**config.mk**
```make
export PLATFORM = sky130hd
export DESIGN_NAME = signed_int_to_decimal_ascii_core
export DESIGN_NICKNAME = d
export VERILOG_FILES = /design/src/rtl/sida_pkg.sv /design/src/rtl/sida_front.sv /design/src/rtl/sida_convert.sv /design/src/rtl/sida_emit.sv /design/src/rtl/signed_int_to_decimal_ascii_core.sv
export SDC_FILE = /design/constraint.sdc
export NUM_CORES = 1
export LEC_CHECK = 0
export BUFFER_PORTS_ARGS = -buffer_cell sky130_fd_sc_hd__buf_2
export CAP_MARGIN = 10
export CORE_MARGIN = 3
export CORE_UTILIZATION = 50
export DETAILED_ROUTE_END_ITERATION = 8
export PLACE_DENSITY = 0.67
export SKIP_CTS_REPAIR_TIMING = 1
export SLEW_MARGIN = 20
export SYNTH_ARGS = -nofsm -noshare
export SYNTH_HDL_FRONTEND = slang
export SYNTH_HIERARCHICAL = 1
export SYNTH_SLANG_ARGS = --single-unit
```
**constraint.sdc**
```tcl
create_clock -name clock -period 3.1 [get_ports clock]
set_clock_uncertainty 0.05 [all_clocks]
set_input_delay 0 -clock clock [delete_from_list [all_inputs] [get_ports clock]]
set_output_delay 0 -clock clock [all_outputs]
set_load 0.005 [all_outputs]
```
**src/rtl/sida_pkg.sv**
```systemverilog
// shared constants and types for the signed integer to decimal text block
package sida_pkg;

   localparam int VALUE_W     = 32;
   localparam int DIGITS      = 10;
   localparam int DIGIT_W     = 4;
   localparam int CHAR_W      = 8;
   localparam int QUEUE_DEPTH = 2;

   localparam int QPTR_W      = (QUEUE_DEPTH > 1) ? $clog2(QUEUE_DEPTH) : 1;
   localparam int QCNT_W      = $clog2(QUEUE_DEPTH + 1);
   localparam int SHIFT_CNT_W = $clog2(VALUE_W);
   localparam int DIGIT_IDX_W = $clog2(DIGITS);

   localparam logic [CHAR_W-1:0] CHAR_ZERO  = 8'h30;
   localparam logic [CHAR_W-1:0] CHAR_MINUS = 8'h2D;

   typedef logic [DIGITS-1:0][DIGIT_W-1:0] bcd_type;

   typedef struct packed {
      logic               neg;
      logic [VALUE_W-1:0] mag;
   } mag_entry_type;

   typedef struct packed {
      logic    neg;
      bcd_type bcd;
   } conv_result_type;

   typedef enum logic [1:0] {
      CVT_IDLE,
      CVT_SHIFT,
      CVT_HOLD
   } cvt_state_type;

endpackage

```
**src/rtl/sida_front.sv**
```systemverilog
// front end: takes values, splits sign and magnitude, queues them for conversion
module sida_front (
   input  logic                          clock,
   input  logic                          reset,
   input  logic                          req_push,
   output logic                          req_full,
   input  logic signed [sida_pkg::VALUE_W-1:0] req_value,
   output sida_pkg::mag_entry_type       q_entry,
   output logic                          q_empty,
   input  logic                          q_pop
);

   sida_pkg::mag_entry_type queue_ff [sida_pkg::QUEUE_DEPTH];

   logic [sida_pkg::QPTR_W-1:0] wr_ptr_ff, wr_ptr_in;
   logic [sida_pkg::QPTR_W-1:0] rd_ptr_ff, rd_ptr_in;
   logic [sida_pkg::QCNT_W-1:0] count_ff,  count_in;

   logic [sida_pkg::VALUE_W-1:0] raw;
   sida_pkg::mag_entry_type      entry;
   logic                         push_ok;
   logic                         pop_ok;

   // sign and magnitude; the most negative value maps to 2^31, which fits unsigned
   assign raw       = req_value;
   assign entry.neg = raw[sida_pkg::VALUE_W-1];
   assign entry.mag = entry.neg ? (~raw + sida_pkg::VALUE_W'(1)) : raw;

   assign req_full = (count_ff == sida_pkg::QCNT_W'(sida_pkg::QUEUE_DEPTH));
   assign q_empty  = (count_ff == '0);
   assign q_entry  = queue_ff[rd_ptr_ff];

   assign push_ok = req_push && !req_full;
   assign pop_ok  = q_pop && !q_empty;

   always_comb begin
      wr_ptr_in = wr_ptr_ff;
      rd_ptr_in = rd_ptr_ff;
      count_in  = count_ff;
      if (push_ok) begin
         wr_ptr_in = (wr_ptr_ff == sida_pkg::QPTR_W'(sida_pkg::QUEUE_DEPTH - 1)) ?
                     '0 : wr_ptr_ff + sida_pkg::QPTR_W'(1);
      end
      if (pop_ok) begin
         rd_ptr_in = (rd_ptr_ff == sida_pkg::QPTR_W'(sida_pkg::QUEUE_DEPTH - 1)) ?
                     '0 : rd_ptr_ff + sida_pkg::QPTR_W'(1);
      end
      if (push_ok && !pop_ok) begin
         count_in = count_ff + sida_pkg::QCNT_W'(1);
      end else if (pop_ok && !push_ok) begin
         count_in = count_ff - sida_pkg::QCNT_W'(1);
      end
   end

   always_ff @(posedge clock) begin
      if (reset) begin
         wr_ptr_ff <= '0;
         rd_ptr_ff <= '0;
         count_ff  <= '0;
      end else begin
         wr_ptr_ff <= wr_ptr_in;
         rd_ptr_ff <= rd_ptr_in;
         count_ff  <= count_in;
      end
   end

   always_ff @(posedge clock) begin
      if (push_ok) begin
         queue_ff[wr_ptr_ff] <= entry;
      end
   end

endmodule

```
**src/rtl/sida_convert.sv**
```systemverilog
// back end, first half: bit-serial binary to bcd conversion (shift and add 3)
module sida_convert (
   input  logic                      clock,
   input  logic                      reset,
   input  sida_pkg::mag_entry_type   q_entry,
   input  logic                      q_empty,
   output logic                      q_pop,
   output sida_pkg::conv_result_type res,
   output logic                      res_valid,
   input  logic                      res_ready
);

   sida_pkg::cvt_state_type state_ff, state_in;

   logic [sida_pkg::VALUE_W-1:0]     mag_ff;
   logic                             neg_ff;
   sida_pkg::bcd_type                bcd_ff, bcd_adj, bcd_in;
   logic [sida_pkg::DIGITS*sida_pkg::DIGIT_W-1:0] adj_flat;
   logic [sida_pkg::SHIFT_CNT_W-1:0] cnt_ff;

   // next state
   always_comb begin
      state_in = state_ff;
      case (state_ff)
         sida_pkg::CVT_IDLE: begin
            if (!q_empty) state_in = sida_pkg::CVT_SHIFT;
         end
         sida_pkg::CVT_SHIFT: begin
            if (cnt_ff == sida_pkg::SHIFT_CNT_W'(sida_pkg::VALUE_W - 1)) begin
               state_in = sida_pkg::CVT_HOLD;
            end
         end
         sida_pkg::CVT_HOLD: begin
            if (res_ready) state_in = sida_pkg::CVT_IDLE;
         end
         default: state_in = sida_pkg::CVT_IDLE;
      endcase
   end

   // outputs
   always_comb begin
      q_pop     = 1'b0;
      res_valid = 1'b0;
      case (state_ff)
         sida_pkg::CVT_IDLE:  q_pop     = !q_empty;
         sida_pkg::CVT_SHIFT: q_pop     = 1'b0;
         sida_pkg::CVT_HOLD:  res_valid = 1'b1;
         default: begin
            q_pop     = 1'b0;
            res_valid = 1'b0;
         end
      endcase
   end

   // one shift step: digits of 5 or more get 3 added, then everything moves left
   always_comb begin
      for (int i = 0; i < sida_pkg::DIGITS; i++) begin
         bcd_adj[i] = (bcd_ff[i] >= sida_pkg::DIGIT_W'(5)) ?
                      bcd_ff[i] + sida_pkg::DIGIT_W'(3) : bcd_ff[i];
      end
      adj_flat = bcd_adj;
      bcd_in   = {adj_flat[sida_pkg::DIGITS*sida_pkg::DIGIT_W-2:0],
                  mag_ff[sida_pkg::VALUE_W-1]};
   end

   assign res.neg = neg_ff;
   assign res.bcd = bcd_ff;

   always_ff @(posedge clock) begin
      if (reset) begin
         state_ff <= sida_pkg::CVT_IDLE;
      end else begin
         state_ff <= state_in;
      end
   end

   always_ff @(posedge clock) begin
      if (q_pop) begin
         mag_ff <= q_entry.mag;
         neg_ff <= q_entry.neg;
         bcd_ff <= '0;
         cnt_ff <= '0;
      end else if (state_ff == sida_pkg::CVT_SHIFT) begin
         bcd_ff <= bcd_in;
         mag_ff <= {mag_ff[sida_pkg::VALUE_W-2:0], 1'b0};
         cnt_ff <= cnt_ff + sida_pkg::SHIFT_CNT_W'(1);
      end
   end

endmodule

```
**src/rtl/sida_emit.sv**
```systemverilog
// back end, second half: holds one converted number and sends its characters
module sida_emit (
   input  logic                               clock,
   input  logic                               reset,
   input  sida_pkg::conv_result_type          res,
   input  logic                               res_valid,
   output logic                               res_ready,
   output logic                               rsp_empty,
   input  logic                               rsp_pop,
   output logic [sida_pkg::CHAR_W-1:0]        rsp_character,
   output logic                               rsp_last
);

   logic                             valid_ff;
   logic                             sign_ff;
   sida_pkg::bcd_type                bcd_ff;
   logic [sida_pkg::DIGIT_IDX_W-1:0] idx_ff;

   logic [sida_pkg::DIGIT_IDX_W-1:0] top_idx;
   logic                             pop_ok;
   logic                             load;

   // most significant nonzero digit; zero still prints one digit
   always_comb begin
      top_idx = '0;
      for (int i = 0; i < sida_pkg::DIGITS; i++) begin
         if (res.bcd[i] != '0) top_idx = sida_pkg::DIGIT_IDX_W'(i);
      end
   end

   assign rsp_empty     = !valid_ff;
   assign rsp_last      = !sign_ff && (idx_ff == '0);
   assign rsp_character = sign_ff ? sida_pkg::CHAR_MINUS :
                          sida_pkg::CHAR_ZERO +
                          {{(sida_pkg::CHAR_W - sida_pkg::DIGIT_W){1'b0}}, bcd_ff[idx_ff]};

   assign pop_ok    = rsp_pop && valid_ff;
   assign res_ready = !valid_ff || (pop_ok && rsp_last);
   assign load      = res_valid && res_ready;

   always_ff @(posedge clock) begin
      if (reset) begin
         valid_ff <= 1'b0;
      end else if (load) begin
         valid_ff <= 1'b1;
      end else if (pop_ok && rsp_last) begin
         valid_ff <= 1'b0;
      end
   end

   always_ff @(posedge clock) begin
      if (load) begin
         sign_ff <= res.neg;
         bcd_ff  <= res.bcd;
         idx_ff  <= top_idx;
      end else if (pop_ok) begin
         if (sign_ff) begin
            sign_ff <= 1'b0;
         end else if (idx_ff != '0) begin
            idx_ff <= idx_ff - sida_pkg::DIGIT_IDX_W'(1);
         end
      end
   end

endmodule

```
**src/rtl/signed_int_to_decimal_ascii_core.sv**
```systemverilog
// top level of the signed 32-bit integer to decimal ascii text converter
// Each 32-bit two's complement value pushed in comes out as its decimal text, one
// ascii character per beat, most significant first: '-' first for negative values,
// no leading zeros, a lone '0' for zero, and rsp_last set on the final character
// (1 to 11 beats per number; the most negative value gives eleven). Both sides
// behave as queues: push while req_full is low, pop while rsp_empty is low.
// Inside, a front end splits sign and magnitude into a two-entry queue, a
// shift-and-add-3 binary to bcd converter takes one magnitude bit per cycle, and
// an emitter holds one finished number and sends its characters. A number passes
// through the converter as a load from the queue, one shift step per magnitude bit
// and a handoff to the emitter; the bit-serial converter takes the next number only
// after that handoff and so sets the sustained rate. Emission of one number overlaps
// conversion of the next.
module signed_int_to_decimal_ascii_core (
   input  logic                               clock,
   input  logic                               reset,
   input  logic                               req_push,
   output logic                               req_full,
   input  logic signed [sida_pkg::VALUE_W-1:0] req_value,
   output logic                               rsp_empty,
   input  logic                               rsp_pop,
   output logic [sida_pkg::CHAR_W-1:0]        rsp_character,
   output logic                               rsp_last
);

   // front end to converter
   sida_pkg::mag_entry_type   q_entry;
   logic                      q_empty;
   logic                      q_pop;

   // converter to emitter
   sida_pkg::conv_result_type res;
   logic                      res_valid;
   logic                      res_ready;

   // sign/magnitude split plus a short queue so pushes wait on conversion only when it is full
   sida_front u_front (
      .clock     (clock),
      .reset     (reset),
      .req_push  (req_push),
      .req_full  (req_full),
      .req_value (req_value),
      .q_entry   (q_entry),
      .q_empty   (q_empty),
      .q_pop     (q_pop)
   );

   // one magnitude bit per cycle into ten bcd digits
   sida_convert u_convert (
      .clock     (clock),
      .reset     (reset),
      .q_entry   (q_entry),
      .q_empty   (q_empty),
      .q_pop     (q_pop),
      .res       (res),
      .res_valid (res_valid),
      .res_ready (res_ready)
   );

   // registered output: one character beat per pop, next number loads on the last beat
   sida_emit u_emit (
      .clock         (clock),
      .reset         (reset),
      .res           (res),
      .res_valid     (res_valid),
      .res_ready     (res_ready),
      .rsp_empty     (rsp_empty),
      .rsp_pop       (rsp_pop),
      .rsp_character (rsp_character),
      .rsp_last      (rsp_last)
   );

endmodule

```
# == Yosys cells after proc, flatten, opt, wreduce, memory -nomap -nowiden ==
# Memory sizes are Yosys's and may differ from the RTL's. A register that Yosys moved wholly into a read port is not among the register bits.
# Index checks and enable logic that the tools add are counted.
# Widths: inputs -> output; s select.
# op_classes
n_bitwise,1
reduce_logical,35
muxes,47
add_sub_neg,18
magnitude_cmp,11
n_eq_ne,8
# op_table
cell,n
$mux 32,3
$mux 4,16
$ge 4x3->1 const B,10
$reduce_bool 4->1,10
$add 4x2->4 const B,9
$add 32x1->32 const B,1
$not 32->32,1
$bmux 4 s4,1
$mux 3,5
$mux 2,7
$mux 1,13
$reduce_bool 2->1,5
$logic_and 1x1->1,8
$mux 8,1
$add 6x4->7 const A,1
$logic_not 1->1,6
$pmux 2 s3,1
$reduce_and 3->1,2
$add 5x1->5 const B,1
$eq 5x5->1 const B,1
$lt 4x5->1 const B,1
$eq 2x2->1 const B,2
$logic_not 2->1,2
$logic_not 4->1,1
other kinds (9),12
# word_totals
wordCells,151
regBits,130
n_memories,1
output_inout_bits,11
ramBits,66
input_bits,36
# memory_table
name,words,width,rd,rd_ports_with_merged_regs,write_ports,line,rtl
u_front.queue_ff,2,33,1,1,1,sida_front.sv:13,sida_pkg::mag_entry_type queue_ff [sida_pkg::QUEUE_DEPTH];

# == Longest topological paths before layout ==
# Gate-level depths: netlist of the first run.
# logic_depth
word_depth,11
mapped_depth,10
mapped_depth_nobuf,8

# == Modules after synthesis ==
# The synthesis of the first run kept the hierarchy.
# modules_own_cells
module,area_each_um2,seq_area_each_um2,cells_per_inst,instances
sida_convert,3861.2,1931.9,357,1
sida_front,3279.4,2082.0,225,1
sida_emit,2075.7,1371.3,132,1

# == Worst setup path after synthesis of the first run ==
# Ideal clock, no wire load.
# synth_path
path_type,register -> register
from,reg u_front/count_ff[0] in the netlist's numbering
to,"mem u_front/queue_ff[0][0] in the netlist's numbering, enable pin"
path_buffers,0
period_less_slack_ns,2.496
path_stages_with_launch,4
required_ns,2.627
setup_ns,0.423
setup_slack_ns,0.604
arrival_ns,2.023
cell_sequence,dfxtp_1 > nand2b_1 > nand2_1 > nor2_1
# synth_via
elab_chain_cells,5
# synth_rtl
element,line,rtl
start: declaration,sida_front.sv:17,"logic [sida_pkg::QCNT_W-1:0] count_ff, count_in;"
start signal: assignment,sida_front.sv:63,count_ff <= count_in;
$eq 2x2->1,sida_front.sv:29,assign req_full = (count_ff == sida_pkg::QCNT_W'(sida_pkg::QUEUE_DEPTH));
$logic_not 1->1,sida_front.sv:33,assign push_ok = req_push && !req_full;
$logic_and 1x1->1,sida_front.sv:33,
$mux 1,sida_front.sv:68,if (push_ok) begin
$mux 1 (not written as such),sida_front.sv:69,queue_ff[wr_ptr_ff] <= entry;
end: declaration,sida_front.sv:13,
# No other way between the ends.

# == Final worst setup path of the first run ==
# layout_path
from,reg u_emit/idx_ff[1] in the netlist's numbering
to,reg u_emit/idx_ff[0] in the netlist's numbering (data pin)
# layout_via
elab_chain_cells,6
# layout_rtl
element,line,rtl
start: declaration,sida_emit.sv:17,logic [sida_pkg::DIGIT_IDX_W-1:0] idx_ff;
start signal: assignment,sida_emit.sv:55,idx_ff <= top_idx;
start signal: assignment,sida_emit.sv:60,idx_ff <= idx_ff - sida_pkg::DIGIT_IDX_W'(1);
$logic_not 4->1,sida_emit.sv:32,assign rsp_last = !sign_ff && (idx_ff == '0);
$logic_and 1x1->1,sida_emit.sv:32,
$logic_and 1x1->1,sida_emit.sv:38,assign res_ready = !valid_ff || (pop_ok && rsp_last);
$logic_or 1x1->1,sida_emit.sv:38,
$logic_and 1x1->1,sida_emit.sv:39,assign load = res_valid && res_ready;
$mux 4,sida_emit.sv:52,if (load) begin
# No other way between the ends.
# A chain may end at the register's enable or synchronous reset.

==> results by stage, run 1 <==
Synthesis:
- In the post-synthesis netlist, the cell with the most instances is sky130_fd_sc_hd__edfxtp_1.
- The count of flip-flops with a built-in enable after synthesis is 144.
- Averaged over all synthesized cells, the footprint is 12.91 um^2.
- The number of distinct library cells after synthesis is 51.
- The sequential cell area fraction in the yosys report is 58.43%.
- The cell area that synthesis handed to floorplanning was 9216 um^2.
- The post-synthesis cell type with the largest combined area is sky130_fd_sc_hd__edfxtp_1.
- Among all flip-flop cells after synthesis, the most frequent one is sky130_fd_sc_hd__edfxtp_1.
- Counting every instance in the synthesized netlist gives 714.
- In the synthesized netlist, the cells that appear most often are sky130_fd_sc_hd__edfxtp_1, sky130_fd_sc_hd__mux2_2, sky130_fd_sc_hd__dfxtp_1.
- The proportion of register bits with asynchronous set or reset after synthesis is 0%.
- Yosys printed 6 warnings.
- The combinational family with the most area after synthesis is multiplexers.
- The number of synthesized register bits is 197.
- The area share of and/or/nand/nor cells after synthesis is 8.512%.
- After synthesis, the largest area contributor takes up 46.92% of total cell area.
- The mux share of post-synthesis cell area is 11.70%.
- The synthesized netlist devotes 8.322% of its cell area to compound gates.
- In the post-synthesis netlist, the biggest area contributors are sky130_fd_sc_hd__edfxtp_1, sky130_fd_sc_hd__dfxtp_1, sky130_fd_sc_hd__mux2_2.
- The post-synthesis adder-cell area fraction is 3.530%.
- The xor/xnor share of the synthesized area is 5.417%.

Timing:
- Measured against its own limit, the worst slew margin works out to 53.35%.
- The worst path uses 79.66% of the clock period.
- The final setup violation count is 0.
- The count of endpoints failing hold in the final timing report is 0.
- The final worst setup slack is 630.7 ps.
- Static timing analysis puts the maximum clock frequency at 405.0 MHz.
- Subtracting the final worst setup slack from the clock period gives 2469 ps.
- Setup repair after global routing left no endpoint under its margin.
- For the pin with the worst max-slew slack, the measured transition is 693.4 ps.
- The number of pins exceeding their max-slew limit in the final report is 0.
- The final-layout setup total negative slack is 0 ps.

Worst setup path:
- Traced cell by cell, the critical path runs through inv_1, ha_1, nor4b_4, a31o_2, buf_4, nand3_2, o21a_1.
- The type of origin of the critical path is a flip-flop.
- The cell family contributing the most delay on the critical path is compound AO/OA/AOI/OAI gates.
- For the worst setup path, the data arrival time is 2610 ps.
- STA puts the critical path data required time at 3240 ps.
- Along the worst path, the maximum fanout reaches 17.
- The slowest stage of the critical path belongs to the cell sky130_fd_sc_hd__edfxtp_1.
- The number of buffers and inverters on the critical path is 2.
- On the worst path, the slowest cell contributes a delay of 580 ps.
- The critical path is of the flip-flop to flip-flop type.
- STA classifies the critical path endpoint as a flip-flop.

CTS:
- The clock root buffer is sky130_fd_sc_hd__clkbuf_16.
- The tree built by TritonCTS fans out to 197 sinks.
- After clock tree synthesis, the clock-pin slew on the worst setup and hold paths is 70 ps.
- Clock tree synthesis inserted a total of 17 buffers.
- TritonCTS built the clock tree.
- The largest buffer count on any clock path is 2.
- The H-tree depth is 4.
- The clock latency at the later pin of the worst-skew pair is 430 ps.

Die:
- Once the floorplan was initialized, standard cells occupied 51.13% of the core.
- 47 I/O pins were placed.
- After floorplanning, the core was divided into 49 placement rows.
- The core area is 18020 um^2.
- The full die area is 20100 um^2.
- The chip height is 141.8 um.
- The overall die width is 141.8 um.

Routing:
- Dividing the detail-routed wire length by the instance count gives 16.84 um.
- The number of nets with antenna violations after detailed routing is 0.
- The sum of routed wire length over all layers is 17.25 mm.
- The first TritonRoute pass finished after 6 iterations.
- The initial DRC count is 325.
- In the routed design, unresolved DRC markers number 0.
- The detailed-route vias per instance is 5.594.
- For this block, the via count after detailed routing is 5728.

Global routing:
- Global routing used 17.81% of the available tracks.
- The via count of the first global-routing pass is 5777.
- For this run the aggregate overflow at the end of global routing stands at 0.
- The first-pass GRT wire length is 28.39 mm.
- The largest net degree at the start of global routing is 60.
- The number of antenna violations at the first check in global routing is 0.

Power and ir drop:
- The total power is 0.007442 W.
- IR analysis of the VDD net gives a maximum drop of 0.0003772 V.
- The power density normalized to cell area is 712.3 nW/um^2.
- Summed over all cells, the static leakage comes to 3.632 nW.

Job:
- Across the run, the number of max-cap violations was 0.

Finish:
- Summing all multi-input logic gate instances after layout gives 3471 um^2.
- The growth of design area from synthesis to finish is 13.37%.
- The share of cells above drive strength 1 is 23.02%.
- The sequential cell area is 5385 um^2.
- The filler cell count is 1437.
- The repair_antennas step left the layout with diodes totalling 0.
- The final net count is 844.
- The finished cells cover 10450 um^2.

Placed design:
- The instance area after placement is 9573 um^2.
- Input and output buffers added on the ports amount to 43.
- The setup slack after placement is 627.7 ps.
- The final HPWL from detailed placement is 11.26 mm.
- At the end of routability-driven placement, the weighted congestion stood at 0.8273.

Status:
- The run finished with clean final reports.

Worst hold path:
- The kind of path behind the tightest hold check is primary input to flip-flop.
## registers in the layout, indices dropped and copies added (netlist names), 2 cells and up, named ones only
name and count:
u_front/queue_ff 66, u_convert/cnt_ff 5, u_convert/state_ff 2, u_front/count_ff 2, u_emit/bcd_ff 40, u_emit/idx_ff 4
u_convert/mag_ff 32, u_convert/res 40
## cell families (layout without fill, tap and decap cells)
| family | after synthesis | after routing |
|---|---|---|
| buffers and inverters | 71 | 151 |
| muxes | 88 | 88 |
| other | 2 | 3 |
| DFF | 197 | 197 |
| xor gates and xnor gates | 57 | 57 |
| AOI/OAI and AO/OA | 120 | 120 |
| adders and majority gates | 26 | 26 |
| and+or+nand+nor | 153 | 153 |
## layout make-up
type,count,area share (%)
sequential,197,51.54
clock buffer,17,4.071
multi-input combinational,447,33.22
inverter,32,1.150
clock inverter,15,1.150
timing repair buffer,87,6.131
tap,229,2.742
## path summary, 6_finish.rpt
kind | start | end | slack [ps] | cells past startpoint
hold reg to reg | u_convert/mag_ff[31] | u_convert/res[0] | 400 | 2
setup / recovery | u_emit/idx_ff[1] | u_emit/idx_ff[0] | 630 | 7
setup reg to reg | u_emit/idx_ff[1] | u_emit/idx_ff[0] | 630 | 7
hold / removal | req_value[18] | u_front/queue_ff[1][18] | 6 | 2
## metrics by stage
step | cells | hold slack (ps) | utilization [%]
floorplan | 715 | 19.07 | -
global placement | 959 | 183.5 | 53.11
detailed placement | 959 | 181.4 | 53.11
CTS | 991 | -277.7 | 56.14
global route | 1024 | 3.313 | 57.97
finish | 1024 | 5.965 | 57.97
## routing by layer
layer  GRT usage, %  part of all wire [%]  vias to the layer above
li1               -                     -                     2770
met1          22.73                    43                     2835
met2          30.60                    52                      109
met3          3.876                   3.7                       14
met4          5.202                  0.99                        0
met5              0                     0                        -
## cells in the final DEF, fill, tap and decap left out, drive strengths merged, types with 7 or more instances in the layout
master	instances
nor4	11
mux4	8
o22ai	24
mux2	78
dlygate4sd3	33
o41ai	7
nand3	15
o31ai	13
nor2	28
ha	26
o32ai	9
or3	7
dfxtp	53
a21oi	26
o21ai	32
nand2	52
clkbuf	17
xor2	16
xnor2	41
edfxtp	144
inv	39
nand2b	14
buf	54
## worst reg2reg max path: stages (launching register included)
cell and delay (ps):
sky130_fd_sc_hd__edfxtp_1 580, sky130_fd_sc_hd__inv_1 180, sky130_fd_sc_hd__ha_1 180, sky130_fd_sc_hd__nor4b_4 250, sky130_fd_sc_hd__a31o_2 400, sky130_fd_sc_hd__buf_4 310
sky130_fd_sc_hd__nand3_2 90, sky130_fd_sc_hd__o21a_1 190
## where the power goes
| part | internal, W | leakage, nW | switching, W |
|---|---|---|---|
| sequential | 0.00348 | 1.79 | 0.000156 |
| clock | 0.00105 | 0.263 | 0.000996 |
| combinational | 0.000765 | 1.58 | 0.000998 |
No activity file was read; power rests on OpenSTA's default activity.
==> run 2: changes to the inputs <==
Settings changed: PLACE_DENSITY 0.67 to 0.7.
Clock period 3.1 ns to 2.15 ns, I/O delays scaled along.
==> run 2 against run 1 <==
  * Combinational power is 51% higher
  * Worst hold slack worse by 5.0 ps
  * Non-clock buffer count is 12 higher
  * Clock power is 44% higher
  * Cell area is 1.7% higher
  * Global-route usage is 0.46 points lower
  * Final cell count is 1.1% higher
  * Core utilization is 1.0 points higher
  * Flip-flop and latch count stayed put
  * Count of clock-buffer cells in the layout stayed put
  * Sequential power is 44% higher
  * Total power is 46% higher
  * Largest power group unchanged
==> results by stage, run 2 (synthesis results as in run 1) <==
Status:
- The flow ran to the end, and the final reports show no timing, DRC or antenna violations.

Die:
- 47 I/O pins were placed.
- The chip height is 141.8 um.
- The overall die width is 141.8 um.
- The die covers 20100 um^2.
- Once the floorplan was initialized, standard cells occupied 51.13% of the core.
- The core area is 18020 um^2.
- The number of rows in the core area is 49.

Worst setup path:
- The kind of end point of the critical path is a flip-flop.
- The critical path in this run is classified as primary input to flip-flop.
- The worst setup path is launched from a primary input.
- At the worst endpoint, the arrival time is 2180 ps.
- Of all nets on the critical path, the largest fanout is 6.
- The required time of the critical path is 2280 ps.

Routing:
- For this run, the detailed router's first-pass iteration total came to 6.
- In the final routed layout, each cell accounts on average for 16.52 um.
- The number of nets with antenna violations after detailed routing is 0.
- Using the TritonRoute via totals, the vias-per-cell ratio works out to 5.584.
- In this run, the number of DRC markers left after iteration 0 of detailed routing was 347.
- In the routed design, unresolved DRC markers number 0.
- The final layout contains routed wiring with a total length of 17.10 mm.
- The routed layout has 5779 vias.

Timing:
- The worst path in the final design needs a cycle of 2045 ps, including I/O delays and setup.
- For the pin with the worst max-slew slack, the measured transition is 701.4 ps.
- The highest clock frequency the design can meet is 489.0 MHz.
- Final hold analysis gives a worst-case slack of 0.9766 ps.
- The final setup violation count is 0.
- Measured against its own limit, the worst slew margin works out to 52.81%.
- The number of pins exceeding their max-slew limit in the final report is 0.
- For the final routed database, the setup TNS stands at 0 ps.
- The count of endpoints failing hold in the final timing report is 0.
- The portion of the clock cycle consumed by the worst path in the final layout is 95.11%.
- Setup repair after global routing left no endpoint under its margin.

Global routing:
- Global routing finished with a remaining overflow of 0.
- The largest net degree at the start of global routing is 64.
- The via count of the first global-routing pass was 5564.
- Global routing consumed, over all layers together, 17.35% of the routing resources.
- The number of antenna violations at the first check in global routing is 0.
- The first global-routing pass estimated 27.81 mm of wire.

CTS:
- The clock root buffer is sky130_fd_sc_hd__clkbuf_16.
- At the later pin of the worst-skew pair, clock insertion delay measures 430 ps.
- TritonCTS built the clock tree.
- The clock transition time at the flip-flop clock pins of the worst setup and hold paths is 80 ps.
- The clock sink count is 197.
- The longest clock path from root to sink contains 2 buffers.
- The H-tree depth is 4.
- The clock buffer count from CTS is 17.

Power and ir drop:
- The maximum ir drop on the vdd rail is 0.0006351 V.
- Summed over all cells, the static leakage comes to 3.713 nW.
- Power spread over the standard cell area amounts to 1020 nW/um^2.

Finish:
- In the final layout, the share of cells above drive strength 1 is 24.07%.
- The final net count is 856.
- The number of flip-flops under the largest register name is 66.
- In the layout the commonest cells are sky130_fd_sc_hd__edfxtp_1, sky130_fd_sc_hd__mux2_2, sky130_fd_sc_hd__dfxtp_1.
- The number of antenna diodes in the final layout is 0.
- Relative to the synthesized area, the layout overhead comes to 15.34%.
- The final standard cell count with taps included and fillers excluded is 1035.
- The library cell used most frequently in the layout, excluding fill and tap cells, is sky130_fd_sc_hd__edfxtp_1.
- The largest register by flop count is u_front/queue_ff.

Placed design:
- Detailed placement ended at an HPWL of 11.42 mm.
- The total of buffers placed on input and output ports is 43.
- After detailed placement, the design holds a cell count of 969.
- The final weighted congestion in routability-driven placement is 0.8843.

Worst hold path:
- In this run the worst hold path is classified as primary input to flip-flop.

Job:
- The tool flagged a number of max-cap violations equal to 0.
==> run 2: path summary, 6_finish.rpt <==
| check | startpoint | slack, ps | cells after the start | endpoint |
|---|---|---|---|---|
| setup / recovery | req_value[9] | 110 | 7 | u_front/queue_ff[0][21] |
| hold / removal | req_value[20] | 1 | 3 | u_front/queue_ff[1][21] |
| setup reg to reg | u_emit/idx_ff[0] | 230 | 5 | u_emit/bcd_ff[20] |
| hold reg to reg | u_convert/cnt_ff[4] | 420 | 2 | u_convert/cnt_ff[4] |
==> run 2: layout make-up <==
| class | instances | area, um^2 |
|---|---|---|
| fill | 1399 | 7395 |
| sequential | 197 | 5385 |
| multi-input combinational | 447 | 3490 |
| timing repair buffer | 99 | 802.0 |
| clock buffer | 17 | 425.4 |
| tap | 229 | 286.5 |
| clock inverter | 14 | 121.4 |
| inverter | 32 | 120.1 |
==> run 2: critical path, cell delays in order <==
cell                            delay, ps
sky130_fd_sc_hd__dlygate4sd3_1        530
sky130_fd_sc_hd__buf_2                140
sky130_fd_sc_hd__or3_1                370
sky130_fd_sc_hd__or4_4                610
sky130_fd_sc_hd__nand2b_4             190
sky130_fd_sc_hd__o41ai_4              220
sky130_fd_sc_hd__xnor2_1              120
==> run 2: routing by layer <==
layer	up-vias	global-route usage [%]	part of all wire, %
met3	17	4.314	3.7
met1	2836	21.95	43
met4	0	4.444	1.1
met5	-	0	0
li1	2792	-	-
met2	134	29.96	53
==> run 2: through the flow <==
stage / area [um^2] / power (W) / utilization (%) / setup slack, ps
5_1_grt: 10630 / 0.01143 / 58.98 / 28.10
4_1_cts: 10270 / 0.01092 / 56.96 / 55.86
3_5_place_dp: 9721 / 0.007957 / 53.93 / 66.17
3_3_place_gp: 9721 / 0.007829 / 53.93 / 104.5
2_1_floorplan: 9241 / 0.007273 / - / 23.67
6_report: 10630 / 0.01084 / 58.98 / 105.1
==> run 2: report_power, final <==
group / internal (W) / total, W / switching [W]
clock network: 0.00151 / 0.00294 / 0.00143
logic: 0.00123 / 0.00266 / 0.00143
registers: 0.00502 / 0.00524 / 0.000226
total: 0.00776 / 0.0108 / 0.00308
